--- src/i2cmws_pkg.sv ---
// types, codes and constants for the i2c master write sequencer
package i2cmws_pkg;

    localparam int MAX_BYTES_DEF = 4;

    localparam logic [7:0] STATUS_MASK = 8'hF8;
    localparam logic [7:0] ST_STARTED  = 8'h08;
    localparam logic [7:0] ST_ADDR_ACK = 8'h18;
    localparam logic [7:0] ST_DATA_ACK = 8'h28;

    typedef enum logic [1:0] {
        PH_IDLE,
        PH_STARTING,
        PH_ADDRESSING,
        PH_SENDING
    } t_phase;

    typedef enum logic [2:0] {
        CMD_NONE  = 3'd0,
        CMD_START = 3'd1,
        CMD_TX    = 3'd2,
        CMD_STOP  = 3'd3,
        CMD_ACK   = 3'd4
    } t_cmd;

    typedef enum logic [1:0] {
        ERR_NONE         = 2'd0,
        ERR_START_FAILED = 2'd1,
        ERR_NOT_READY    = 2'd2
    } t_err;

    typedef enum logic {
        REQ_SEND  = 1'b0,
        REQ_EVENT = 1'b1
    } t_req_type;

    typedef struct packed {
        t_req_type  req_type;
        logic [6:0] slave_addr;
        logic [2:0] byte_count;
        logic [7:0] first_byte;
        logic [7:0] second_byte;
        logic [7:0] third_byte;
        logic [7:0] fourth_byte;
        logic [7:0] bus_status;
    } t_req_item;

    typedef struct packed {
        logic       accepted;
        t_cmd       bus_command;
        logic [7:0] tx_byte;
        t_err       error_code;
        logic       seq_busy;
    } t_res_item;

endpackage

--- src/i2cmws_req_if.sv ---
// request / bus event channel
interface i2cmws_req_if;
    logic       valid;
    logic       ready;
    logic       req_type;
    logic [6:0] slave_addr;
    logic [2:0] byte_count;
    logic [7:0] first_byte;
    logic [7:0] second_byte;
    logic [7:0] third_byte;
    logic [7:0] fourth_byte;
    logic [7:0] bus_status;

    modport source (
        output valid, req_type, slave_addr, byte_count,
               first_byte, second_byte, third_byte, fourth_byte, bus_status,
        input  ready
    );
    modport sink (
        input  valid, req_type, slave_addr, byte_count,
               first_byte, second_byte, third_byte, fourth_byte, bus_status,
        output ready
    );
endinterface

--- src/i2cmws_res_if.sv ---
// result channel
interface i2cmws_res_if;
    logic       valid;
    logic       ready;
    logic       accepted;
    logic [2:0] bus_command;
    logic [7:0] tx_byte;
    logic [1:0] error_code;
    logic       seq_busy;

    modport source (
        output valid, accepted, bus_command, tx_byte, error_code, seq_busy,
        input  ready
    );
    modport sink (
        input  valid, accepted, bus_command, tx_byte, error_code, seq_busy,
        output ready
    );
endinterface

--- src/i2c_master_write_sequencer_unit.sv ---
// i2c master write sequencer: input register, decision logic, result register
// path: an input word passes the decision logic into the result register
// throughput: one word per cycle while not stalled; the state update sits between the two registers
// back-pressure: a full result register not being read stalls the input register, then the input
// reset: synchronous active low, clears both registers' valid bits, phase,
// counters, address and error; the byte store keeps its contents
module i2c_master_write_sequencer_unit #(
    parameter int MAX_BYTES = i2cmws_pkg::MAX_BYTES_DEF
) (
    input  logic         i_clk,
    input  logic         i_rst_n,
    i2cmws_req_if.sink   i_req,
    i2cmws_res_if.source o_res
);

    logic                  w_in_valid;
    i2cmws_pkg::t_req_item w_item;
    i2cmws_pkg::t_res_item w_res;
    logic                  w_out_ready;
    logic                  w_fire;

    assign w_fire = w_in_valid && w_out_ready;

    i2cmws_in_stage u_in (
        .i_clk        (i_clk),
        .i_rst_n      (i_rst_n),
        .i_req        (i_req),
        .i_down_ready (w_out_ready),
        .o_valid      (w_in_valid),
        .o_item       (w_item)
    );

    i2cmws_core #(
        .MAX_BYTES (MAX_BYTES)
    ) u_core (
        .i_clk   (i_clk),
        .i_rst_n (i_rst_n),
        .i_fire  (w_fire),
        .i_item  (w_item),
        .o_res   (w_res)
    );

    i2cmws_out_stage u_out (
        .i_clk   (i_clk),
        .i_rst_n (i_rst_n),
        .i_fire  (w_fire),
        .i_res   (w_res),
        .o_ready (w_out_ready),
        .o_res   (o_res)
    );

endmodule

--- src/i2cmws_in_stage.sv ---
// input register for request and event words
module i2cmws_in_stage (
    input  logic                  i_clk,
    input  logic                  i_rst_n,
    i2cmws_req_if.sink            i_req,
    input  logic                  i_down_ready,
    output logic                  o_valid,
    output i2cmws_pkg::t_req_item o_item
);

    logic                  r_valid;
    i2cmws_pkg::t_req_item r_item;
    logic                  w_take;

    assign i_req.ready = !r_valid || i_down_ready;
    assign w_take      = i_req.valid && i_req.ready;

    always_ff @(posedge i_clk) begin
        if (!i_rst_n) begin
            r_valid <= 1'b0;
        end else if (w_take) begin
            r_valid <= 1'b1;
        end else if (i_down_ready) begin
            r_valid <= 1'b0;
        end
    end

    always_ff @(posedge i_clk) begin
        if (w_take) begin
            r_item.req_type    <= i2cmws_pkg::t_req_type'(i_req.req_type);
            r_item.slave_addr  <= i_req.slave_addr;
            r_item.byte_count  <= i_req.byte_count;
            r_item.first_byte  <= i_req.first_byte;
            r_item.second_byte <= i_req.second_byte;
            r_item.third_byte  <= i_req.third_byte;
            r_item.fourth_byte <= i_req.fourth_byte;
            r_item.bus_status  <= i_req.bus_status;
        end
    end

    assign o_valid = r_valid;
    assign o_item  = r_item;

endmodule

--- src/i2cmws_core.sv ---
// sequencer state and the decision for one word
module i2cmws_core #(
    parameter int MAX_BYTES = i2cmws_pkg::MAX_BYTES_DEF
) (
    input  logic                  i_clk,
    input  logic                  i_rst_n,
    input  logic                  i_fire,
    input  i2cmws_pkg::t_req_item i_item,
    output i2cmws_pkg::t_res_item o_res
);

    localparam int IW   = (MAX_BYTES > 1) ? $clog2(MAX_BYTES) : 1;
    localparam int CW   = $clog2(MAX_BYTES + 1);
    localparam int CMPW = (IW + 1 > CW) ? IW + 1 : CW;

    i2cmws_pkg::t_phase r_phase, n_phase;
    i2cmws_pkg::t_err   r_err, n_err;
    logic [IW-1:0]      r_idx, n_idx;
    logic [6:0]         r_addr, n_addr;
    logic [CW-1:0]      r_count, n_count;
    logic [7:0]         r_store [MAX_BYTES];

    logic               w_load;
    logic [7:0]         w_in_bytes [4];
    logic [7:0]         w_status;
    logic [IW:0]        w_next_idx;
    logic [7:0]         w_next_byte;
    logic               w_last;

    assign w_in_bytes[0] = i_item.first_byte;
    assign w_in_bytes[1] = i_item.second_byte;
    assign w_in_bytes[2] = i_item.third_byte;
    assign w_in_bytes[3] = i_item.fourth_byte;

    assign w_status   = i_item.bus_status & i2cmws_pkg::STATUS_MASK;
    assign w_next_idx = {1'b0, r_idx} + (IW + 1)'(1);
    assign w_last     = CMPW'(w_next_idx) >= CMPW'(r_count);

    // entries past the end of the byte store read as zero
    always_comb begin
        if (int'(w_next_idx) < MAX_BYTES) begin
            w_next_byte = r_store[w_next_idx[IW-1:0]];
        end else begin
            w_next_byte = 8'd0;
        end
    end

    always_comb begin
        n_phase = r_phase;
        n_err   = r_err;
        n_idx   = r_idx;
        n_addr  = r_addr;
        n_count = r_count;
        w_load  = 1'b0;

        o_res.accepted    = 1'b0;
        o_res.bus_command = i2cmws_pkg::CMD_NONE;
        o_res.tx_byte     = 8'd0;

        if (i_item.req_type == i2cmws_pkg::REQ_SEND) begin
            if (r_phase == i2cmws_pkg::PH_IDLE) begin
                w_load  = 1'b1;
                n_addr  = i_item.slave_addr;
                if (int'(i_item.byte_count) > MAX_BYTES) begin
                    n_count = CW'(MAX_BYTES);
                end else begin
                    n_count = CW'(i_item.byte_count);
                end
                n_idx   = '0;
                n_phase = i2cmws_pkg::PH_STARTING;
                o_res.accepted    = 1'b1;
                o_res.bus_command = i2cmws_pkg::CMD_START;
            end
        end else begin
            unique case (r_phase)
                i2cmws_pkg::PH_STARTING: begin
                    if (w_status == i2cmws_pkg::ST_STARTED) begin
                        n_phase = i2cmws_pkg::PH_ADDRESSING;
                        o_res.bus_command = i2cmws_pkg::CMD_TX;
                        o_res.tx_byte     = {r_addr, 1'b0};
                    end else begin
                        n_err   = i2cmws_pkg::ERR_START_FAILED;
                        n_phase = i2cmws_pkg::PH_IDLE;
                        o_res.bus_command = i2cmws_pkg::CMD_STOP;
                    end
                end
                i2cmws_pkg::PH_ADDRESSING: begin
                    if (w_status != i2cmws_pkg::ST_ADDR_ACK) begin
                        n_err   = i2cmws_pkg::ERR_NOT_READY;
                        n_phase = i2cmws_pkg::PH_IDLE;
                        o_res.bus_command = i2cmws_pkg::CMD_STOP;
                    end else if (r_count == '0) begin
                        n_phase = i2cmws_pkg::PH_IDLE;
                        o_res.bus_command = i2cmws_pkg::CMD_STOP;
                    end else begin
                        n_phase = i2cmws_pkg::PH_SENDING;
                        n_idx   = '0;
                        o_res.bus_command = i2cmws_pkg::CMD_TX;
                        o_res.tx_byte     = r_store[0];
                    end
                end
                i2cmws_pkg::PH_SENDING: begin
                    if (w_status != i2cmws_pkg::ST_DATA_ACK) begin
                        n_err   = i2cmws_pkg::ERR_NOT_READY;
                        n_phase = i2cmws_pkg::PH_IDLE;
                        o_res.bus_command = i2cmws_pkg::CMD_STOP;
                    end else if (w_last) begin
                        n_phase = i2cmws_pkg::PH_IDLE;
                        o_res.bus_command = i2cmws_pkg::CMD_STOP;
                    end else begin
                        n_idx = w_next_idx[IW-1:0];
                        o_res.bus_command = i2cmws_pkg::CMD_TX;
                        o_res.tx_byte     = w_next_byte;
                    end
                end
                i2cmws_pkg::PH_IDLE: begin
                    o_res.bus_command = i2cmws_pkg::CMD_ACK;
                end
            endcase
        end

        o_res.error_code = n_err;
        o_res.seq_busy   = (n_phase != i2cmws_pkg::PH_IDLE);
    end

    always_ff @(posedge i_clk) begin
        if (!i_rst_n) begin
            r_phase <= i2cmws_pkg::PH_IDLE;
            r_err   <= i2cmws_pkg::ERR_NONE;
            r_idx   <= '0;
            r_addr  <= '0;
            r_count <= '0;
        end else if (i_fire) begin
            r_phase <= n_phase;
            r_err   <= n_err;
            r_idx   <= n_idx;
            r_addr  <= n_addr;
            r_count <= n_count;
        end
    end

    // bytes beyond the four input fields are stored as zero
    always_ff @(posedge i_clk) begin
        if (i_fire && w_load) begin
            for (int i = 0; i < MAX_BYTES; i++) begin
                r_store[i] <= (i < 4) ? w_in_bytes[i % 4] : 8'd0;
            end
        end
    end

endmodule

--- src/i2cmws_out_stage.sv ---
// result register driving the output channel
module i2cmws_out_stage (
    input  logic                  i_clk,
    input  logic                  i_rst_n,
    input  logic                  i_fire,
    input  i2cmws_pkg::t_res_item i_res,
    output logic                  o_ready,
    i2cmws_res_if.source          o_res
);

    logic                  r_valid;
    i2cmws_pkg::t_res_item r_res;

    assign o_ready = !r_valid || o_res.ready;

    always_ff @(posedge i_clk) begin
        if (!i_rst_n) begin
            r_valid <= 1'b0;
        end else if (i_fire) begin
            r_valid <= 1'b1;
        end else if (o_res.ready) begin
            r_valid <= 1'b0;
        end
    end

    always_ff @(posedge i_clk) begin
        if (i_fire) begin
            r_res <= i_res;
        end
    end

    assign o_res.valid       = r_valid;
    assign o_res.accepted    = r_res.accepted;
    assign o_res.bus_command = r_res.bus_command;
    assign o_res.tx_byte     = r_res.tx_byte;
    assign o_res.error_code  = r_res.error_code;
    assign o_res.seq_busy    = r_res.seq_busy;

endmodule

--- src/flat_wrapper.sv ---
// flat-port wrapper written by rule: the top's interface ports become plain ports
module i2c_master_write_sequencer_unit_flat 
#(
    parameter int MAX_BYTES = i2cmws_pkg::MAX_BYTES_DEF
)
  (i_clk, i_rst_n, i_req_valid, i_req_req_type, i_req_slave_addr, i_req_byte_count, i_req_first_byte, i_req_second_byte, i_req_third_byte, i_req_fourth_byte, i_req_bus_status, i_req_ready, o_res_valid, o_res_accepted, o_res_bus_command, o_res_tx_byte, o_res_error_code, o_res_seq_busy, o_res_ready);
  i2cmws_req_if i_req_i ();
  i2cmws_res_if o_res_i ();
  input  logic i_clk;
  input  logic i_rst_n;
  input wire logic [$bits(i_req_i.valid)-1:0] i_req_valid;
  input wire logic [$bits(i_req_i.req_type)-1:0] i_req_req_type;
  input wire logic [$bits(i_req_i.slave_addr)-1:0] i_req_slave_addr;
  input wire logic [$bits(i_req_i.byte_count)-1:0] i_req_byte_count;
  input wire logic [$bits(i_req_i.first_byte)-1:0] i_req_first_byte;
  input wire logic [$bits(i_req_i.second_byte)-1:0] i_req_second_byte;
  input wire logic [$bits(i_req_i.third_byte)-1:0] i_req_third_byte;
  input wire logic [$bits(i_req_i.fourth_byte)-1:0] i_req_fourth_byte;
  input wire logic [$bits(i_req_i.bus_status)-1:0] i_req_bus_status;
  output wire logic [$bits(i_req_i.ready)-1:0] i_req_ready;
  output wire logic [$bits(o_res_i.valid)-1:0] o_res_valid;
  output wire logic [$bits(o_res_i.accepted)-1:0] o_res_accepted;
  output wire logic [$bits(o_res_i.bus_command)-1:0] o_res_bus_command;
  output wire logic [$bits(o_res_i.tx_byte)-1:0] o_res_tx_byte;
  output wire logic [$bits(o_res_i.error_code)-1:0] o_res_error_code;
  output wire logic [$bits(o_res_i.seq_busy)-1:0] o_res_seq_busy;
  input wire logic [$bits(o_res_i.ready)-1:0] o_res_ready;
  assign i_req_i.valid = i_req_valid;
  assign i_req_i.req_type = i_req_req_type;
  assign i_req_i.slave_addr = i_req_slave_addr;
  assign i_req_i.byte_count = i_req_byte_count;
  assign i_req_i.first_byte = i_req_first_byte;
  assign i_req_i.second_byte = i_req_second_byte;
  assign i_req_i.third_byte = i_req_third_byte;
  assign i_req_i.fourth_byte = i_req_fourth_byte;
  assign i_req_i.bus_status = i_req_bus_status;
  assign i_req_ready = i_req_i.ready;
  assign o_res_valid = o_res_i.valid;
  assign o_res_accepted = o_res_i.accepted;
  assign o_res_bus_command = o_res_i.bus_command;
  assign o_res_tx_byte = o_res_i.tx_byte;
  assign o_res_error_code = o_res_i.error_code;
  assign o_res_seq_busy = o_res_i.seq_busy;
  assign o_res_i.ready = o_res_ready;
  i2c_master_write_sequencer_unit #(.MAX_BYTES(MAX_BYTES)) u_core (.i_clk(i_clk), .i_rst_n(i_rst_n), .i_req(i_req_i), .o_res(o_res_i));
endmodule
--- config.mk ---
export PLATFORM = sky130hd
export DESIGN_NAME = i2c_master_write_sequencer_unit_flat
export DESIGN_NICKNAME = d
export VERILOG_FILES = /design/src/i2cmws_pkg.sv /design/src/i2cmws_req_if.sv /design/src/i2cmws_res_if.sv /design/src/i2c_master_write_sequencer_unit.sv /design/src/i2cmws_in_stage.sv /design/src/i2cmws_core.sv /design/src/i2cmws_out_stage.sv /design/src/flat_wrapper.sv
export SDC_FILE = /design/constraint.sdc
export NUM_CORES = 1
export LEC_CHECK = 0
export ABC_AREA = 1
export BUFFER_PORTS_ARGS = -buffer_cell sky130_fd_sc_hd__clkbuf_2
export CAP_MARGIN = 20
export CELL_PAD_IN_SITES_DETAIL_PLACEMENT = 0
export CELL_PAD_IN_SITES_GLOBAL_PLACEMENT = 2
export CORE_MARGIN = 3
export CORE_UTILIZATION = 39
export CTS_BUF_LIST = sky130_fd_sc_hd__clkbuf_2
export CTS_CLUSTER_DIAMETER = 30
export DETAILED_ROUTE_END_ITERATION = 8
export GPL_TIMING_DRIVEN = 0
export PLACE_DENSITY = 0.8
export SYNTH_ARGS = -nofsm -noshare
export SYNTH_HDL_FRONTEND = slang
export SYNTH_SLANG_ARGS = --single-unit
export TNS_END_PERCENT = 5
--- constraint.sdc ---
create_clock -name i_clk -period 2.1 [get_ports i_clk]
set_input_delay 0.21 -clock i_clk [delete_from_list [all_inputs] [get_ports i_clk]]
set_output_delay 0.21 -clock i_clk [all_outputs]
set_load 0.1 [all_outputs]
## Yosys cells after proc, flatten, opt, wreduce, memory -nomap -nowiden

Memories as Yosys holds them, arrays and structs flattened.
Index checks and enable logic that the tools add are counted.

- Mux-type cells: 44
- Eq/ne operators: 11
- Reductions and logical operators: 15
- $lt $le $gt $ge: 3
- $add $sub $neg: 1
- Bitwise operators: 1

Operator list:

| operator | number |
|---|---|
| $mux 8 | 6 |
| $mux 2 | 17 |
| $pmux 8 s3 | 1 |
| $ne 3x3->1 const B | 5 |
| $mux 1 | 13 |
| $pmux 2 s3 | 2 |
| $pmux 3 s4 | 1 |
| $reduce_bool 2->1 | 4 |
| $reduce_and 7->1 | 1 |
| $mux 3 | 2 |
| $eq 5x1->1 const B | 1 |
| $ne 5x2->1 const B | 1 |
| $ne 5x3->1 const B | 1 |
| $eq 2x2->1 const B | 2 |
| $mux 4 | 1 |
| $pmux 2 s2 | 1 |
| $add 2x1->3 const B | 1 |
| $ge 3x3->1 | 1 |
| $gt 3x3->1 const B | 1 |
| $logic_and 1x1->1 | 3 |
| $logic_not 3->1 | 1 |
| $lt 3x3->1 const B | 1 |
| $reduce_and 3->1 | 1 |
| $eq 2x1->1 const B | 1 |
| 4 further kinds | 6 |

- Memories kept: 1
- Word-level logic and storage cells: 96
- Bits in writable memories: 32
- Output and inout port bits: 17
- Bits in registers: 84

Memories:

| memory | depth | width | read ports | clocked after Yosys merged registers in | write ports | RTL line | source |
|---|---|---|---|---|---|---|---|
| u_core.u_core.r_store | 4 | 8 | 2 | 0 | 4 | i2cmws_core.sv:21 | `logic [7:0] r_store [MAX_BYTES];` |

## Logic depth before layout (Yosys ltp)

Gate-level depths: netlist of the first run.

- Depth in word-level cells: 7
- Mapped depth: 12

## Hierarchy

A second synthesis of the first run with hierarchy kept.

- Cell total of the unflattened synthesis: 366
- Area total of the unflattened synthesis: 4508.1 um^2

Modules (own cells, without submodules):

| module | instances | area an instance (um^2) | sequential area each (um^2) | cells an instance |
|---|---|---|---|---|
| i2cmws_core | 1 | 2421.1 | 1281.2 | 285 |
| i2cmws_in_stage | 1 | 1582.8 | 1551.5 | 58 |
| i2cmws_out_stage | 1 | 496.7 | 470.5 | 21 |
| i2c_master_write_sequencer_unit | 1 | 7.5 | 0.0 | 2 |

## Worst setup path after synthesis of the first run

OpenSTA, ideal clock, no wires.

- Kind: reg2reg
- Start: register u_core.u_out.r_valid, in the netlist u_core.u_out.o_res.valid
- End: register u_core.u_in.r_item (netlist bit u_core.u_in.o_item[10]), enable pin
- Arrival: 2.841 ns
- Period minus slack after synthesis: 3.313 ns
- Stages on the path, launching flop included: 4
- Data required time: 1.628 ns
- Buffers on the path: 0
- Setup slack: -1.213 ns
- Setup time: 0.472 ns
- Cell sequence: dfxtp_1 > nand3_1 > nand2_1 > inv_1

- Longest elaborated chain between the ends: 4

Ends and longest elaborated chain:

| what | RTL line | source |
|---|---|---|
| start, declared | i2cmws_out_stage.sv:11 | `logic r_valid;` |
| start signal, assigned | i2cmws_out_stage.sv:18 | `r_valid <= 1'b0;` |
| start signal, assigned | i2cmws_out_stage.sv:20 | `r_valid <= 1'b1;` |
| start signal, assigned | i2cmws_out_stage.sv:22 | `r_valid <= 1'b0;` |
| $logic_not 1->1 | i2cmws_out_stage.sv:14 | `assign o_ready = !r_valid \|\| o_res.ready;` |
| $logic_or 1x1->1 | i2cmws_out_stage.sv:14 |  |
| $logic_or 1x1->1 | i2cmws_in_stage.sv:15 | `assign i_req.ready = !r_valid \|\| i_down_ready;` |
| via i_req_ready | flat_wrapper.sv:20 | `output wire logic [$bits(i_req_i.ready)-1:0] i_req_ready;` |
| $logic_and 1x1->1 | i2cmws_in_stage.sv:16 | `assign w_take = i_req.valid && i_req.ready;` |
| via u_core.u_in.w_take | i2cmws_in_stage.sv:13 | `logic w_take;` |
| end, declared | i2cmws_in_stage.sv:12 | `i2cmws_pkg::t_req_item r_item;` |

The timed path passes the listed nets, and every way through them passes these cells.
A chain may end at the register's enable or synchronous reset.

## Worst setup path in the final report of the first run

- Start: register u_core.u_core.r_idx[1]
- End: register u_core.u_out.r_res (netlist bit u_core.u_out.o_res.tx_byte[5]), data pin

- Longest elaborated chain between the ends: 6
- Elaborated cells on any way between the ends: 8
- Those cells by class: 1 x add/sub; 2 x order compare; 4 x mux; 1 x memory

Ends and longest elaborated chain:

| what | RTL line | source |
|---|---|---|
| start, declared | i2cmws_core.sv:18 | `logic [IW-1:0] r_idx, n_idx;` |
| start signal, assigned | i2cmws_core.sv:136 | `r_idx <= n_idx;` |
| $add 2x1->3 (*) | i2cmws_core.sv:36 | `assign w_next_idx = {1'b0, r_idx} + (IW + 1)'(1);` |
| $lt 3x3->1 or $mem_v2 4x8 (tied branches) | -- |  |
| $mux 8 | i2cmws_core.sv:41 | `if (int'(w_next_idx) < MAX_BYTES) begin` |
| $mux 8 (*) | i2cmws_core.sv:107 | `end else if (w_last) begin` |
| $mux 8 (*) | i2cmws_core.sv:103 | `if (w_status != i2cmws_pkg::ST_DATA_ACK) begin` |
| $pmux 8 s3 (*) | i2cmws_core.sv:75 | `unique case (r_phase)` |
| end signal, assigned | i2cmws_out_stage.sv:28 | `r_res <= i_res;` |
| end, declared | i2cmws_out_stage.sv:12 | `i2cmws_pkg::t_res_item r_res;` |

Mark *: on every way between the ends. The rest lies on a longest branch, timed or not.

==> metrics.txt, run 1 <==
Num Clock Sinks 113; antenna fix cells 0; Layout fillers 881; TritonCTS buffer count 17; share of cells above drive strength 1 26.6%; Finished Cell Area 0.00570 mm^2; Cells after DPL 548; post-route ant nets 0; Final Skew 0.0351 ns; Slew @ Worst Pin 0.550 ns; Cells after Synth 344; Final Critical Period 1.91 ns; non-filler instance count after layout 639; Die Height 111 um; Arr. time, crit path 2.40 ns; vias in the first global route 2894; Final Hold Vio Count 0; post-synthesis cell area 0.00430 mm^2; first-pass GRT wire length 14200 um; final core occ 54.2%; grt ovf 0; clock slew at reported path FFs 0.20 ns; yosys warns 0; post-DR vias/cell 4.56; required time worst endpoint 2.58 ns; initial core utilization 40.9%; Slew Viols, Final 0; setup violators final 0; Clock Latency Late Sink 0.64 ns; drt drc 0; period utilization 91.1%; hold path depth 2; routability congestion estimate 0.804; Post-Route WL 8750 um; setup TNS 0 ns; detailed-placement wirelength estimate 5390 um; type of origin of the critical path flip-flop; area of the multi-input gates 965 um^2; Max Fclk 523 MHz; Crit. End Element flip-flop; Hold Crit Class primary input to flip-flop; Synth cell types 23; DIE AREA 0.0123 mm^2; Total Routing Usage GR 15.2%; synthesized flop and latch total 113; Cell Area, Placed 0.00484 mm^2; Root Buffer clkbuf_2; unrepaired setup endpoints after global routing false; initial antenna violation count 0; Post-Place Worst Slack -0.164 ns; Synth-to-Final Area Change 32.5%; status finished, final reports clean; I/O pins 72; Worst IR Drop VDD 0.000574 V; synthesized net count 403; Pre-Repair DR Iteration Count 4; 1st-iter DRT viols 93; critical path class flip-flop to flip-flop; FF+latch area 0.00322 mm^2; final net count 549; largest net degree at the start of global routing 49; H-Tree Depth 4; Die X 111 um; Pwr Density 790 mW/mm^2; Reg2Reg Setup Slack 0.19 ns; Max-Cap Viols 0; cells on worst reg2reg path 10; Setup WS post-layout 0.187 ns; Placeable Area 0.0105 mm^2; number of port buffers 68; Routed WL per cell 13.7 um; Via Count 2914; crit-path max FO 5; Rows 37; Max transition margin 63.5%; Leak 0.00220 uW; TritonCTS clock tree yes; Clock Path Buffers 2; syn avg cell area 12.5 um^2; register area share after synthesis 74.7%
## placed cells by master (no fill, tap or decap), types with 10 or more instances in the layout
master / n
inv_1: 22
nand3_1: 19
nand2_1: 60
o21ai_1: 10
clkbuf_2: 85
nor2_1: 39
edfxtp_1: 95
dlygate4sd3_1: 53
dfxtp_1: 15
a21oi_1: 15
o21ai_0: 13
## Yosys cell counts
cell type	instances	area, um^2
nor2_1	39	146
a21oi_1	15	75.1
a31oi_1	7	43.8
nand3_1	20	100
nand2_1	62	233
clkinv_1	1	3.75
buf_2	5	25.0
o21bai_1	7	52.6
a32oi_1	1	8.76
inv_2	8	30.0
nor2_2	2	12.5
ha_1	4	50.1
nor3_1	1	5.00
buf_4	1	7.51
o22ai_1	7	43.8
dfxtp_1	18	360
inv_1	23	86.3
o21ai_0	13	65.1
nor3_2	1	10.0
nor2_4	3	33.8
clkbuf_1	1	3.75
edfxtp_1	95	2850
o21ai_1	10	50.1
## flip-flops by register name (all words and copies together), names as in the netlist
signal                          count
u_core.u_out.o_res.bus_command      3
u_core.u_out.o_res.tx_byte          8
u_core.u_core.r_addr                7
u_core.u_core.r_count               3
u_core.u_out.o_res.accepted         1
u_core.u_core.r_err                 2
u_core.u_out.o_res.error_code       2
u_core.u_core.r_idx                 2
u_core.u_in.o_valid                 1
u_core.u_core.r_store              32
u_core.u_core.r_phase               2
u_core.u_out.o_res.seq_busy         1
u_core.u_out.o_res.valid            1
u_core.u_in.o_item                 48
## repair_timing
item                                    4_1_cts  5_1_grt
endpoints found under the setup margin       47       45
pin swaps                                     0        2
hold buffers                                 53        0
setup buffers                                 0        5
gates cloned                                  0        0
hold endpoints to repair                     56        0
resized for setup                             2        7
## final cells by class
class	instances	share of cell area, %
flip-flops and latches	113	56.5
multi-input cells	192	16.9
repair buffers	127	16.5
well taps	136	2.99
clock inverters	15	2.64
inverters	32	2.31
clock buffers	17	1.49
plain buffers	7	0.637
## layer usage
layer  GRT usage (%)  routed length, um  share of wire, %  vias to the layer above
met1            17.3               3750                43                     1329
li1                -                  -                 -                     1510
met4            5.58                 50              0.57                        0
met3            5.13                403               4.6                        4
met2            26.4               4540                52                       71
met5               0                  0                 0                        -
## final timing paths
path                                                       to                    from
worst max-delay path            u_core.u_out.o_res.tx_byte[5]  u_core.u_core.r_idx[1]
worst min-delay path                   u_core.u_in.o_item[11]    i_req_fourth_byte[3]
worst max register to register  u_core.u_out.o_res.tx_byte[5]  u_core.u_core.r_idx[1]
worst min register to register    u_core.u_core.r_store[3][4]  u_core.u_in.o_item[12]
## power breakdown
group / leakage, uW / switching [uW] / internal, uW
sequential: 0.00105 / 43.3 / 2550
combinational: 0.00101 / 327 / 197
clock: 0.000136 / 920 / 463
total: 0.00220 / 1290 / 3210
## worst max-delay path, cell delays in order (launching register included)
cell,delay [ns]
dfxtp_2,0.38
ha_4,0.25
ha_1,0.27
nand2_1,0.06
inv_1,0.05
a21oi_1,0.15
nand2_2,0.11
nor2_4,0.17
buf_12,0.13
nand2_1,0.05
a31oi_1,0.15
## cell families after synthesis
kind of cell | count (synthesis) | synth area share, %
AOI/OAI and AO/OA | 60 | 7.89
and+or+nand+nor | 128 | 12.6
DFF | 113 | 74.7
buffers and inverters | 39 | 3.64
adders and majority gates | 4 | 1.16
## through the flow
step	power (uW)	hold slack (ns)
5_1_grt	4730	0.161
3_5_place_dp	3070	0.389
4_1_cts	4530	0.200
3_3_place_gp	3070	0.388
2_1_floorplan	2940	0.309
6_report	4500	0.258
Power figures use the tool's default switching activity.
==> inputs of run 2 (changes only) <==
Clock period 2.1 ns to 1.9 ns, I/O delays scaled along.
==> metrics.txt, run 2 (synthesis gave the netlist of run 1 again) <==
status finished, final reports clean (unchanged); area of the multi-input gates 0.00103 mm^2 (was 965 um^2); Clock Latency Late Sink 0.66 ns (was 0.64 ns); post-route ant nets 0 (unchanged); clock slew at reported path FFs 0.20 ns (about the same); Rows 37 (unchanged); 1st-iter DRT viols 101 (was 93); drt drc 0 (unchanged); largest net degree at the start of global routing 49 (unchanged); antenna fix cells 0 (unchanged); Cells after DPL 548 (unchanged); Via Count 2937 (was 2914); Clock Path Buffers 2 (unchanged); FF+latch area 0.00323 mm^2 (was 0.00322 mm^2); R2R Path End u_core.u_out.o_res.tx_byte[5] (unchanged); post-DR vias/cell 4.59 (was 4.56); routability congestion estimate 0.804 (unchanged); Total Routing Usage GR 15.3% (was 15.2%); GRT Max-Usage Layer met2 (unchanged); TritonCTS clock tree yes (unchanged); Final Critical Period 1.83 ns (was 1.91 ns); Layout fillers 874 (was 881); period utilization 96.2% (was 91.1%); hold path depth 2 (unchanged); final core occ 54.8% (was 54.2%); setup violators final 0 (unchanged); TritonCTS buffer count 17 (unchanged); Max transition margin 63.5% (about the same); grt ovf 0 (unchanged); unrepaired setup endpoints after global routing true (was false); Arr. time, crit path 2.34 ns (was 2.40 ns); Worst IR Drop VDD 0.000635 V (was 0.000574 V); Placeable Area 0.0105 mm^2 (unchanged); Slew @ Worst Pin 0.550 ns (about the same); Max-Cap Viols 0 (unchanged); crit-path max FO 5 (unchanged); max FFs per register 48 (unchanged); Die X 111 um (unchanged); Pwr Density 867 mW/mm^2 (was 790 mW/mm^2); Root Buffer clkbuf_2 (unchanged); Final Skew 0.0357 ns (was 0.0351 ns); WHS Endpoint u_core.u_in.o_item[11] (unchanged); initial core utilization 40.9% (unchanged); Reg2Reg Setup Slack 0.07 ns (was 0.19 ns); Final Hold Vio Count 0 (unchanged); Hold Crit Class primary input to flip-flop (unchanged); Leak 0.00221 uW (was 0.00220 uW); H-Tree Depth 4 (unchanged); Pre-Repair DR Iteration Count 4 (unchanged); most common cell after layout, fill and taps aside edfxtp_1 (unchanged); Global Route met1 Usage 17.2% (was 17.3%); Routed WL per cell 13.7 um (about the same); Synth-to-Final Area Change 34.1% (was 32.5%); vias in the first global route 2920 (was 2894); non-filler instance count after layout 640 (was 639); DIE AREA 0.0123 mm^2 (unchanged); met2 Usage GRT 26.7% (was 26.4%); cells on worst reg2reg path 10 (unchanged); critical path class flip-flop to flip-flop (unchanged); setup TNS 0 ns (unchanged); Max Fclk 547 MHz (was 523 MHz); initial antenna violation count 0 (unchanged); I/O pins 72 (unchanged); number of port buffers 68 (unchanged); share of cells above drive strength 1 29.2% (was 26.6%); Crit. End Element flip-flop (unchanged); met3 Usage GRT 5.13% (unchanged); detailed-placement wirelength estimate 5390 um (unchanged); first-pass GRT wire length 14300 um (was 14200 um); commonest non-fill, non-tap cells in the layout edfxtp_1 (95), clkbuf_2 (85), nand2_1 (58) (was edfxtp_1 (95), clkbuf_2 (85), nand2_1 (60)); Slew Viols, Final 0 (unchanged); final net count 550 (was 549); Min Hold Slack 0.223 ns (was 0.258 ns); Num Clock Sinks 113 (unchanged); worst r2r src u_core.u_core.r_idx[1] (unchanged); Die Height 111 um (unchanged); type of origin of the critical path flip-flop (unchanged); Hold Crit Start i_req_fourth_byte[3] (unchanged); Design Power 5000 uW (was 4500 uW); required time worst endpoint 2.41 ns (was 2.58 ns); Post-Route WL 8780 um (was 8750 um)
-- run 2: cell count changes in the layout (fill, tap and decap cells not counted), sizes merged --
cell	previous run	this run
buf	12	14
clkinv	5	6
dlygate4sd3	53	52
inv	37	36
-- run 2: how the worst max path moves through the flow --
stage | endpoint | cells after the start | slack, ns | start
finish | u_core.u_out.o_res.tx_byte[5] | 10 | 0.07 | u_core.u_core.r_idx[1]
global placement | u_core.u_out.o_res.tx_byte[4] | 9 | -0.29 | u_core.u_core.r_idx[0]
CTS | u_core.u_out.o_res.tx_byte[7] | 10 | -0.08 | u_core.u_core.r_idx[0]
global route | u_core.u_out.o_res.tx_byte[1] | 10 | -0.03 | u_core.u_core.r_idx[1]
detailed placement | u_core.u_core.r_count[0] | 7 | -0.35 | u_core.u_out.o_res.valid
floorplan | u_core.u_in.o_item[10] | 3 | -0.25 | u_core.u_out.o_res.valid
-- run 2: routing by layer --
metal  part of all wire (%)  vias up
met4                    1.2        0
li1                       -     1512
met2                     51       72
met3                    4.5       11
met1                     43     1342
met5                      0        -
-- run 2: worst max-delay path, cell delays in order (launching register included) --
cell     delay [ns]
dfxtp_4        0.39
ha_4           0.29
ha_4           0.19
nand2_2        0.06
inv_2          0.04
a21oi_2        0.13
nand2_2        0.09
nor2_4         0.13
buf_6          0.14
nand2_2        0.06
a31oi_4        0.16
-- run 2: layout make-up --
type                    instances  area share [%]
clock buffers                  17            1.48
inverters                      32            2.28
clock inverters                15            2.61
multi-input cells             192            17.8
well taps                     136            2.95
repair buffers                128            16.3
flip-flops and latches        113            56.0
plain buffers                   7           0.630
-- run 2: power by group --
group / switching [uW] / internal, uW
clock network: 1030 / 512
logic: 368 / 224
registers: 48.2 / 2820
total: 1440 / 3550
-- run 2: repair_timing --
action                                  4_1_cts  5_1_grt
gates resized for setup                       9       15
hold buffers                                 53        0
pin swaps                                     1        7
buffers inserted                              2        5
endpoints found under the setup margin      102       17
cloned                                        0        0
endpoints found under the hold margin        56        0
-- run 2: per-stage QoR --
step / setup WS [ns] / instance area [um^2]
2_1_floorplan: -0.249 / 4330
3_3_place_gp: -0.294 / 4840
3_5_place_dp: -0.350 / 4840
4_1_cts: -0.0849 / 5650
5_1_grt: -0.0256 / 5760
6_report: 0.0713 / 5760
==> inputs of run 3 (changes only) <==
Settings changed: CTS_CLUSTER_DIAMETER 30 to unset, MAX_ROUTING_LAYER set to met4, SLEW_MARGIN set to 20.
==> metrics.txt, run 3 (synthesis gave the netlist of run 1 again) <==
status finished, final reports clean (unchanged); Root Buffer clkbuf_2 (unchanged); TritonCTS clock tree yes (unchanged); CP Cell Sequence ha_4 -> ha_4 -> nand2_2 -> inv_2 -> a21oi_2 -> nand2_2 -> nor2_4 -> buf_4 -> buf_4 -> nand2_1 -> a31oi_1 (was ha_4 -> ha_4 -> nand2_2 -> inv_2 -> a21oi_2 -> nand2_2 -> nor2_4 -> buf_6 -> nand2_2 -> a31oi_4); Num Clock Sinks 113 (unchanged); period utilization 96.3% (was 96.2%); Pre-Repair DR Iteration Count 4 (unchanged); clock slew at reported path FFs 0.20 ns (about the same); Max transition margin 63.5% (about the same); Crit. End Element flip-flop (unchanged); vias in the first global route 2921 (was 2920); unrepaired setup endpoints after global routing true (unchanged); post-DR vias/cell 4.57 (was 4.59); antenna fix cells 0 (unchanged); critical path class flip-flop to flip-flop (unchanged); 1st-iter DRT viols 104 (was 101); Final Hold Vio Count 0 (unchanged); first-pass GRT wire length 14300 um (about the same); Routed WL per cell 13.6 um (was 13.7 um); setup TNS 0 ns (unchanged); Setup WS post-layout 0.0703 ns (was 0.0713 ns); Die X 111 um (unchanged); WP buf/inv 3 (was 2); Via Count 2926 (was 2937); Worst IR Drop VDD 0.000635 V (about the same); max FFs per register 48 (unchanged); Leak 0.00221 uW (unchanged); Slew @ Worst Pin 0.550 ns (about the same); Top Family by Delay on Critical Path adder cells (unchanged); H-Tree Depth 4 (unchanged); Hold Crit Class primary input to flip-flop (unchanged); commonest non-fill, non-tap cells in the layout edfxtp_1 (95), clkbuf_2 (85), nand2_1 (58) (unchanged); final net count 550 (unchanged); Slowest cell on crit path dfxtp_4 (unchanged); Clock Latency Late Sink 0.65 ns (was 0.66 ns); slowest stage delay, CP 0.39 ns (about the same); initial core utilization 40.9% (unchanged); Clock Path Buffers 2 (unchanged); Post-Route WL 8730 um (was 8780 um); TritonCTS buffer count 17 (unchanged); Slew Viols, Final 0 (unchanged); Max Fclk 547 MHz (about the same); I/O pins 72 (unchanged); Arr. time, crit path 2.35 ns (was 2.34 ns); crit-path max FO 4 (was 5); most common cell after layout, fill and taps aside edfxtp_1 (unchanged); Max-Cap Viols 0 (unchanged); required time worst endpoint 2.42 ns (was 2.41 ns); detailed-placement wirelength estimate 5390 um (unchanged); Final Skew 0.0378 ns (was 0.0357 ns); Total Routing Usage GR 15.7% (was 15.3%); routability congestion estimate 0.816 (was 0.804); Placeable Area 0.0105 mm^2 (unchanged); drt drc 0 (unchanged); type of origin of the critical path flip-flop (unchanged); Die Height 111 um (unchanged); setup violators final 0 (unchanged); Synth-to-Final Area Change 34.1% (unchanged); grt ovf 0 (unchanged); Final Critical Period 1.83 ns (about the same); initial antenna violation count 0 (unchanged); DIE AREA 0.0123 mm^2 (unchanged); post-route ant nets 0 (unchanged); number of port buffers 68 (unchanged); Pwr Density 866 mW/mm^2 (was 867 mW/mm^2); largest net degree at the start of global routing 49 (unchanged); Post-Place Worst Slack -0.350 ns (unchanged); share of cells above drive strength 1 29.2% (unchanged); final core occ 54.8% (unchanged); Rows 37 (unchanged)
run 3: per-layer routing:
metal  vias to the layer above  wire length [um]  global-route usage, %
met5                         -                 0                      -
met1                      1331              3770                   17.2
met4                         0               116                   5.09
met3                        10               372                   5.57
met2                        72              4470                   26.7
li1                       1513                 -                      -
run 3: layout make-up:
class	instances	area (um^2)
repair buffers	128	937
plain buffers	7	36.3
inverters	32	131
fillers	874	4750
multi-input cells	192	1030
well taps	136	170
flip-flops and latches	113	3230
clock inverters	15	150
clock buffers	17	85.1
run 3: worst reg2reg max path: cells and delay by family (launching register included):
family          cells  cell delay [ns]
compound gates      2             0.25
buf+inv             3             0.26
simple gates        4             0.32
fa+ha+maj           2             0.49
flops               1             0.39
run 3: worst paths after layout:
path	depth (start not counted)	slack, ns	startpoint	endpoint
setup / recovery	11	0.07	u_core.u_core.r_idx[1]	u_core.u_out.o_res.tx_byte[7]
hold / removal	2	0.23	i_req_fourth_byte[3]	u_core.u_in.o_item[11]
setup reg to reg	11	0.07	u_core.u_core.r_idx[1]	u_core.u_out.o_res.tx_byte[7]
hold reg to reg	0	0.44	u_core.u_in.o_item[12]	u_core.u_core.r_store[3][4]
run 3: timing repair:
| action | CTS | global route |
|---|---|---|
| setup buffers | 2 | 5 |
| hold buffers | 53 | 0 |
| endpoints found under the hold margin | 56 | 0 |
| pin swaps | 1 | 7 |
| setup endpoints to repair | 102 | 17 |
| resized for setup | 9 | 15 |
run 3: stage by stage:
step                      cells  total power, uW  hold WS, ns  instance area (um^2)
final                       640             4990        0.229                  5760
after global routing        640             5240        0.135                  5760
after CTS                   635             5010        0.180                  5650
after detailed placement    548             3400        0.369                  4840
after global placement      548             3390        0.368                  4840
after floorplan             344             3250        0.289                  4330
run 3: power breakdown:
part | switching [uW] | internal (uW) | leakage [uW]
combinational | 368 | 224 | 0.00102
sequential | 47.9 | 2820 | 0.00105
clock | 1020 | 512 | 0.000136
total | 1440 | 3550 | 0.00221
